$ cat src/sv/kpt_pkg.sv
// ----------------------------------------------------------------------------
// kpt_pkg
// Types and constants shared by the keyspace partition table modules.
// ----------------------------------------------------------------------------
package kpt_pkg;

	localparam int MAX_POSITIONS = 16;
	localparam int MAX_WORKERS   = 64;
	localparam int MAX_RADIX     = 256;

	localparam int POS_W  = 4;
	localparam int WRK_W  = 6;
	localparam int ADDR_W = POS_W + WRK_W;
	localparam int CELL_W = 25;
	localparam int DIV_NW = 12;
	localparam int DIV_DW = 9;

	localparam logic [1:0] FUNC_LOAD  = 2'd0;
	localparam logic [1:0] FUNC_BUILD = 2'd1;
	localparam logic [1:0] FUNC_QUERY = 2'd2;

	localparam logic CFG_WORKER_REQUEST     = 1'b0;
	localparam logic CFG_START_FROM_INITIAL = 1'b1;

	typedef struct packed {
		logic [1:0] func;
		logic [3:0] position_index;
		logic [8:0] radix;
		logic [7:0] initial_index;
		logic [5:0] worker;
		logic [3:0] row;
	} cmd_t;

	typedef struct packed {
		logic [7:0] range_start;
		logic [7:0] range_stop;
		logic [8:0] start_index;
		logic       entry_valid;
		logic [6:0] active_workers;
		logic       status;
	} res_t;

	typedef struct packed {
		logic              go;
		logic [DIV_NW-1:0] num;
		logic [DIV_DW-1:0] den;
	} div_req_t;

	typedef struct packed {
		logic              we;
		logic [ADDR_W-1:0] addr;
		logic [CELL_W-1:0] data;
	} mem_wr_t;

	typedef enum logic [4:0] {
		ST_IDLE,
		ST_QRD,
		ST_CHK,
		ST_COL,
		ST_ROW,
		ST_QR,
		ST_T,
		ST_TC,
		ST_VA,
		ST_VB,
		ST_WR,
		ST_LOGO,
		ST_LO,
		ST_HI,
		ST_AS,
		ST_BT,
		ST_CLR,
		ST_WB,
		ST_FIN
	} state_t;

endpackage

$ cat src/sv/kpt_div.sv
// ----------------------------------------------------------------------------
// kpt_div
// Restoring divider, one quotient bit per cycle, shared by the build pass.
// ----------------------------------------------------------------------------
module kpt_div
	import kpt_pkg::*;
(
	input  logic              clk,
	input  logic              arst_n,
	input  div_req_t          req,
	output logic              done,
	output logic [DIV_NW-1:0] quo,
	output logic [DIV_DW-1:0] rem
);

	logic              run_q;
	logic              done_q;
	logic [3:0]        step_q;
	logic [DIV_NW-1:0] quo_q;
	logic [DIV_DW:0]   rem_q;
	logic [DIV_DW-1:0] den_q;
	logic [DIV_DW:0]   shifted;
	logic [DIV_DW:0]   diff;
	logic              ge;

	assign shifted = {rem_q[DIV_DW-1:0], quo_q[DIV_NW-1]};
	assign ge      = shifted >= {1'b0, den_q};
	assign diff    = shifted - {1'b0, den_q};

	always_ff @(posedge clk or negedge arst_n) begin
		if (!arst_n) begin
			run_q  <= 1'b0;
			done_q <= 1'b0;
			step_q <= '0;
		end else begin
			done_q <= 1'b0;
			if (req.go) begin
				run_q  <= 1'b1;
				step_q <= '0;
			end else if (run_q) begin
				step_q <= step_q + 4'd1;
				if (step_q == 4'(DIV_NW - 1)) begin
					run_q  <= 1'b0;
					done_q <= 1'b1;
				end
			end
		end
	end

	always_ff @(posedge clk) begin
		if (req.go) begin
			quo_q <= req.num;
			rem_q <= '0;
			den_q <= req.den;
		end else if (run_q) begin
			quo_q <= {quo_q[DIV_NW-2:0], ge};
			rem_q <= ge ? diff : shifted;
		end
	end

	assign done = done_q;
	assign quo  = quo_q;
	assign rem  = rem_q[DIV_DW-1:0];

endmodule

$ cat config.mk
export PLATFORM = sky130hd
export DESIGN_NAME = kpt_div
export DESIGN_NICKNAME = d
export VERILOG_FILES = /design/src/sv/kpt_pkg.sv /design/src/sv/kpt_div.sv
export SDC_FILE = /design/constraint.sdc
export NUM_CORES = 1
export LEC_CHECK = 0
export BUFFER_PORTS_ARGS = -buffer_cell sky130_fd_sc_hd__buf_2
export CORE_AREA = 2 2 67 63
export CTS_CLUSTER_DIAMETER = 40
export DETAILED_ROUTE_END_ITERATION = 6
export DIE_AREA = 0 0 69 65
export MAX_ROUTING_LAYER = met4
export PLACE_DENSITY = 0.76
export SLEW_MARGIN = 15
export SYNTH_ARGS = -nofsm -noshare
export SYNTH_HDL_FRONTEND = slang
export SYNTH_SLANG_ARGS = --single-unit
$ cat constraint.sdc
create_clock -name clk -period 2.9 [get_ports clk]
set_input_delay 0.29 -clock clk [delete_from_list [all_inputs] [get_ports clk]]
set_output_delay 0.29 -clock clk [all_outputs]
set_load 0.02 [all_outputs]
==> implementation parameters, run 1 <==
Parameter                              Value

Outcome
  Status ... complete, no violations

Clocking
  Clock slew seen by the registers of the worst setup and hold paths ... 70 ps
  Number of buffers on the longest clock path ... 2
  H-Tree Level Count ... 2
  Buffers inserted by post-CTS timing repair ... 0
  Clock latency on the worst-skew pair ... 300 ps
  Number of clock sinks ... 36
  Post_cts resized ... 0
  Cell at the root of the clock tree ... sky130_fd_sc_hd__clkbuf_8
  Clock tree from TritonCTS ... yes
  CTS buffer count ... 5

Routing
  Vias ... 1424
  DR iter-0 viols ... 102
  Number of search-and-repair iterations in the first detailed-routing pass ... 4
  Routed wire length per instance ... 13.8 um
  Total routed wirelength ... 3660 um
  DR vias/cell ... 5.37
  Number of nets with antenna violations after detailed routing ... 0
  Final routed DRC violation total ... 0

Floorplanning
  Y dimension of the die ... 65 um
  Die area ... 4490 um^2
  Initial Utilization ... 49.8%
  Floorplan Core Area ... 3850 um^2
  Site Rows ... 22
  Floorplan die width ... 69 um
  Total I/O pin count ... 46

Place
  HPWL Detailed ... 2710 um
  Input/output buffers ... 45
  Routability-driven placement congestion ratio ... 0.835
  Post-placement cell count ... 256

Worst setup path
  Capturing point of the worst reg2reg path ... quo[0]
  Data arrival at the endpoint of the critical path ... 2570 ps
  Setup crit end ... quo[0]
  Crit. path cell count ... 8
  Most common cell type on the critical path ... sky130_fd_sc_hd__inv_1
  Depth of the worst register-to-register path ... 8
  Critical Path Slowest Stage Cell ... sky130_fd_sc_hd__edfxtp_1
  Beginning of the worst register-to-register path ... quo[11]
  Top cell family by delay on the critical path ... compound AO/OA/AOI/OAI gates
  Setup slack, reg-to-reg ... 380 ps
  Category of the critical setup timing path ... flip-flop to flip-flop
  Max stage delay on crit path ... 400 ps
  Launching element of the worst setup path ... quo[11]
  Sequence of cells on the critical path ... inv_1, ha_1, inv_1, fa_1, a211oi_1, o21a_1, o211ai_2, mux2_2
  CP Buf/Inv Count ... 2
  Required time of the critical path ... 2950 ps
  Type of element capturing the critical path ... flip-flop
  Maximum fanout count along the critical path ... 8
  CP startpoint kind ... flip-flop

Global route
  Total GRT Usage ... 18.4%
  Via count of the first global-routing pass ... 1312
  Number of antenna violations at the first check in global routing ... 0
  Pin count of the biggest net entering global routing ... 25
  Wire length of the first global-routing pass ... 6140 um
  Global-route congestion overflow total ... 0

Power
  Pwr dens ... 677 nW/um^2
  Cell leakage power ... 1.03 nW
  Worst-case vdd ir drop ... 0.370 mV

Synthesis
  Cell type contributing the most total cell area after synthesis ... sky130_fd_sc_hd__edfxtp_1
  Net Count, Synth ... 202
  Number of warnings issued by yosys ... 0
  Synth Area per Inst ... 11.5 um^2
  Synth unique cells ... 44
  Sequential area share after synthesis ... 50.0%
  Synth area leaders ... sky130_fd_sc_hd__edfxtp_1 (33%), sky130_fd_sc_hd__dfxtp_1 (9.4%), sky130_fd_sc_hd__dfrtp_1 (7.8%), sky130_fd_sc_hd__mux2_2 (7.0%), sky130_fd_sc_hd__ha_1 (6.5%)
  Library cell with the highest instance count after synthesis ... sky130_fd_sc_hd__edfxtp_1
  Main flop type after synthesis ... sky130_fd_sc_hd__edfxtp_1
  Number of enable-type register cells in the synthesized netlist ... 21
  Synth Instances ... 167
  Fraction of post-synthesis cell area in the top cell type by area ... 32.8%
  Share of async-settable or async-resettable flops after synthesis ... 16.7%
  Post-synth top cells ... sky130_fd_sc_hd__edfxtp_1 (21), sky130_fd_sc_hd__nor2_1 (16), sky130_fd_sc_hd__inv_1 (13)
  Synthesized flop and latch total ... 36
  Synth Cell Area ... 1920 um^2

Timing
  Worst Tran Pin Value ... 773 ps
  Final hold slack ... 164 ps
  Hold Vio Cnt, Final ... 0
  Fin Clk Skew ... 5.46 ps
  Setup TNS ... 0 ps
  Final Max Tran Viols ... 0
  Final setup violation count ... 0
  Fin crit share ... 86.9%
  Setup repair after global routing missed its margin ... false
  FMAX ... 0.397 GHz
  Min Clock Period, post-route ... 2520 ps
  Worst slew margin relative to its limit ... 48.4%

Final layout
  Net count, final ... 251
  Final antenna diode count ... 0
  Total area of multi-input combinational cells ... 887 um^2
  Combined flip-flop and latch cell area ... 961 um^2
  Final core utilization ... 59.4%
  Count of placed standard cells in the final layout, fillers left out ... 265
  Fill cells ... 344
  Layout cells sized above 1 ... 32.7%
  Growth of design area from synthesis to finish ... 19.2%

Hold path
  Class of the tightest hold or removal check ... input port to flip-flop
  Hold Crit Depth ... 1

Job
  Max-cap viol count ... 0
[sequential cells by signal, summed over array words and instances, names as in the netlist]
signal / count
rem_q: 9
den_q: 9
step_q: 4
done: 1
quo: 12
run_q: 1
[cell families after synthesis]
family                     after synthesis  share of synthesized area, %
and+or+nand+nor                         42                          12.0
DFF                                     36                          50.0
muxes                                   18                          10.2
buffers and inverters                   19                          3.78
adders and majority gates               11                          7.56
AOI/OAI and AO/OA                       34                          13.3
xor gates and xnor gates                 7                          3.19
[power breakdown]
part	switching [mW]	leakage (nW)	internal [mW]
Clock	0.176	0.0422	0.168
Sequential	0.0520	0.366	0.612
Combinational	0.308	0.620	0.233
[cell type report]
| type | count | area share, % |
|---|---|---|
| Clock inverter | 1 | 0.219 |
| Clock buffer | 7 | 3.34 |
| Multi-Input combinational cell | 112 | 38.8 |
| Inverter | 13 | 2.13 |
| Sequential cell | 36 | 42.0 |
| Tap cell | 48 | 2.62 |
| Timing Repair Buffer | 48 | 10.9 |
[per-layer routing]
layer	vias to the layer above	GRT usage, %	wire length, um
met2	38	26.1	1700
met1	662	24.1	1700
li1	719	-	-
met3	5	5.91	212
met4	0	8.09	56
met5	-	-	0
[cells in the final DEF (no fill, tap or decap), drive strengths merged, types with 3 or more instances in the layout]
cell type / n
a211oi: 8
a21oi: 6
a311oi: 4
buf: 47
clkbuf: 7
dfrtp: 6
dfxtp: 9
edfxtp: 21
ha: 10
inv: 13
mux2: 12
mux2i: 6
nand2: 5
nand2b: 4
nand3: 3
nor2: 16
o211ai: 4
o21ai: 3
xor2: 5
[per-stage QoR]
stage | total power [mW] | instance area [um^2] | setup WS (ps)
floorplan | 1.06 | 1920 | 360
global placement | 1.21 | 2200 | 439
detailed placement | 1.21 | 2200 | 374
CTS | 1.56 | 2290 | 362
global route | 1.65 | 2290 | 184
finish | 1.55 | 2290 | 380
[what timing repair did]
| item | 4_1_cts | 5_1_grt |
|---|---|---|
| hold endpoints to repair | 6 | 0 |
| hold buffers | 1 | 0 |
| endpoints found under the setup margin | 0 | 0 |
[worst min path at each step]
stage                start         to
floorplan           arst_n       done
global placement    arst_n  step_q[2]
detailed placement  arst_n  step_q[2]
CTS                 req[7]   den_q[7]
global route        req[1]   den_q[1]
finish              req[7]   den_q[7]
[worst reg2reg max path, cell delays in order, from the launching register on]
cell and delay (ps):
sky130_fd_sc_hd__edfxtp_1 400, sky130_fd_sc_hd__inv_1 70, sky130_fd_sc_hd__ha_1 150, sky130_fd_sc_hd__inv_1 50
sky130_fd_sc_hd__fa_1 400, sky130_fd_sc_hd__a211oi_1 350, sky130_fd_sc_hd__o21a_1 270, sky130_fd_sc_hd__o211ai_2 230
sky130_fd_sc_hd__mux2_2 350
No activity file was read; power rests on OpenSTA's default activity.
==> run 2: changes to the inputs <==
Settings changed: ABC_AREA set to 1, CORE_AREA 2 2 67 63 to 2 2 68 64, DIE_AREA 0 0 69 65 to 0 0 70 66, PLACE_DENSITY 0.76 to 0.77.
==> run 2 against run 1 <==
- final cell count increased by 32%
- sequential power up 5.6%
- highest routed layer unchanged
- critical endpoint is now rem_q[6]
- hold slack improved by 11 ps
- clock skew about the same
==> implementation parameters, run 2 <==
Parameter                              Value

Timing
  Final setup violation count ... 0
  Setup TNS ... 0 ps
  Final Max Tran Viols ... 0
  Setup repair after global routing missed its margin ... false
  FMAX ... 0.481 GHz
  Hold Vio Cnt, Final ... 0
  Min Clock Period, post-route ... 2080 ps
  Fin crit share ... 71.6%
  Worst Tran Pin Value ... 529 ps
  Worst slew margin relative to its limit ... 64.7%
  Setup ws final ... 822 ps
  Fin Clk Skew ... 5.26 ps

Final layout
  Final antenna diode count ... 0
  Leading cell types in the layout, fill and taps excluded ... sky130_fd_sc_hd__nand2_1 (101), sky130_fd_sc_hd__buf_2 (45), sky130_fd_sc_hd__inv_1 (39)
  Net count, final ... 336
  Most common cell after layout, fill and taps aside ... sky130_fd_sc_hd__nand2_1
  Growth of design area from synthesis to finish ... 17.8%
  Layout cells sized above 1 ... 20.2%
  Flip-flop count of the largest register after layout ... 12

Synthesis
  Synth area leaders ... sky130_fd_sc_hd__edfxtp_1 (31%), sky130_fd_sc_hd__nand2_1 (19%), sky130_fd_sc_hd__dfxtp_1 (9.0%), sky130_fd_sc_hd__dfrtp_1 (7.5%), sky130_fd_sc_hd__inv_1 (7.3%)
  Mux cell area share after synthesis ... 0%
  Number of warnings issued by yosys ... 0
  Net Count, Synth ... 289
  Xor/xnor cell area share of the yosys netlist ... 1.31%
  Number of enable-type register cells in the synthesized netlist ... 21
  Synth Area per Inst ... 7.92 um^2
  Cell type contributing the most total cell area after synthesis ... sky130_fd_sc_hd__edfxtp_1
  Fraction of the mapped netlist area in compound gates ... 2.67%
  Synth Area in Simple Gates ... 31.5%
  Fraction of post-synthesis cell area in the top cell type by area ... 31.3%
  Synthesized flop and latch total ... 36
  Main combinational cell family by area after synthesis ... simple AND/OR/NAND/NOR gates
  Synth Cell Area ... 2010 um^2
  Library cell with the highest instance count after synthesis ... sky130_fd_sc_hd__nand2_1
  Main flop type after synthesis ... sky130_fd_sc_hd__edfxtp_1
  Post-synthesis adder-cell area fraction ... 7.21%
  Synth unique cells ... 23
  Synth Instances ... 254
  Share of async-settable or async-resettable flops after synthesis ... 16.7%
  Sequential area share after synthesis ... 47.8%
  Post-synth top cells ... sky130_fd_sc_hd__nand2_1 (101), sky130_fd_sc_hd__inv_1 (39), sky130_fd_sc_hd__nand3_1 (26)

Clocking
  Number of buffers on the longest clock path ... 2
  Post-CTS Hold Fix Bufs ... 1
  Clock tree from TritonCTS ... yes
  Clock latency on the worst-skew pair ... 290 ps
  CTS buffer count ... 5
  Clock slew seen by the registers of the worst setup and hold paths ... 70 ps
  Post_cts resized ... 0
  Buffers inserted by post-CTS timing repair ... 0
  Number of clock sinks ... 36
  H-Tree Level Count ... 2
  Cell at the root of the clock tree ... sky130_fd_sc_hd__clkbuf_8

Worst setup path
  Depth of the worst register-to-register path ... 11
  Most common cell type on the critical path ... sky130_fd_sc_hd__nand2_1
  Category of the critical setup timing path ... flip-flop to flip-flop
  Required time of the critical path ... 3130 ps
  CP startpoint kind ... flip-flop
  Max stage delay on crit path ... 420 ps
  Critical Path Slowest Stage Cell ... sky130_fd_sc_hd__fa_1
  Maximum fanout count along the critical path ... 11
  Sequence of cells on the critical path ... inv_1, ha_1, inv_1, fa_1, nand4_1, nand2_1, nand2_2, nand2_2, nand2_1, nand3_1, nand2_1
  Data arrival at the endpoint of the critical path ... 2310 ps
  Type of element capturing the critical path ... flip-flop

Global route
  Number of antenna violations at the first check in global routing ... 0
  Wire length of the first global-routing pass ... 7020 um
  Total GRT Usage ... 20.2%
  Via count of the first global-routing pass ... 1612
  Global-route congestion overflow total ... 0
  Pin count of the biggest net entering global routing ... 26

Routing
  Number of nets with antenna violations after detailed routing ... 0
  Vias ... 1783
  Total routed wirelength ... 4280 um
  DR iter-0 viols ... 116
  Number of search-and-repair iterations in the first detailed-routing pass ... 5
  DR vias/cell ... 5.09
  Routed wire length per instance ... 12.2 um
  Final routed DRC violation total ... 0

Floorplanning
  Y dimension of the die ... 66 um
  Total I/O pin count ... 46
  Floorplan Core Area ... 3910 um^2
  Initial Utilization ... 51.5%
  Floorplan die width ... 70 um
  Site Rows ... 22
  Die area ... 4620 um^2

Power
  Worst-case vdd ir drop ... 0.427 mV
  Cell leakage power ... 1.30 nW
  Pwr dens ... 835 nW/um^2

Place
  Routability-driven placement congestion ratio ... 0.872
  HPWL Detailed ... 3020 um
  Input/output buffers ... 45
  Worst slack after detailed placement ... 895 ps

Hold path
  Class of the tightest hold or removal check ... input port to flip-flop
  Hold Crit Depth ... 1

Outcome
  Status ... complete, no violations

Job
  Max-cap viol count ... 0
[run 2: changes by cell type in the layout (fill, tap and decap cells not counted), sizes merged, moves of 5 or more]
cell	delta
nand3	+24
a211oi	-8
nand2	+100
mux2i	-6
inv	+26
nor2	-5
xor2	-5
mux2	-12
[run 2: through the flow]
step	area, um^2	utilization (%)	hold WS (ps)	cells	power, mW
2_1_floorplan	2010	-	-5.59	254	1.35
3_3_place_gp	2250	57.6	120	341	1.52
3_5_place_dp	2250	57.6	120	341	1.54
4_1_cts	2370	60.6	168	350	1.97
5_1_grt	2370	60.6	166	350	2.12
6_report	2370	60.6	175	350	1.98
[run 2: metal layers]
| layer | global-route usage (%) | wire length (um) |
|---|---|---|
| met5 | - | 0 |
| met4 | 10.8 | 124 |
| met3 | 4.42 | 386 |
| met2 | 29.5 | 1890 |
| met1 | 26.4 | 1880 |
[run 2: critical path: cells and delay by family (launching register included)]
family | cells | cell delay, ps
and+or+nand+nor | 7 | 900
adders and majority gates | 2 | 560
DFF | 1 | 380
buffers and inverters | 2 | 170
[run 2: area by class of cell]
class	instances	area (um^2)
Fill cell	349	1540
Sequential cell	36	961
Multi-Input combinational cell	173	860
Timing Repair Buffer	46	235
Inverter	39	146
Clock buffer	6	72.6
Tap cell	48	60.1
Clock inverter	2	35.0
[run 2: kinds of logic after synthesis]
| group | after synthesis |
|---|---|
| adder cells (fa/ha/maj) | 11 |
| flip-flops | 36 |
| XOR/XNOR | 3 |
| buffers and inverters | 45 |
| AO/OA/AOI/OAI | 10 |
| AND/OR/NAND/NOR | 149 |
[run 2: power breakdown]
group / switching (mW) / internal (mW)
clock: 0.176 / 0.255
sequential: 0.0700 / 0.631
combinational: 0.541 / 0.306
[run 2: path summary, 6_finish.rpt]
check / from / slack, ps / endpoint
setup / recovery: quo[11] / 820 / rem_q[6]
hold / removal: req[2] / 180 / den_q[2]
setup reg to reg: quo[11] / 820 / rem_q[6]
hold reg to reg: step_q[3] / 470 / step_q[3]
max in group asynchronous: arst_n / 2390 / run_q
min in group asynchronous: arst_n / 370 / step_q[0]
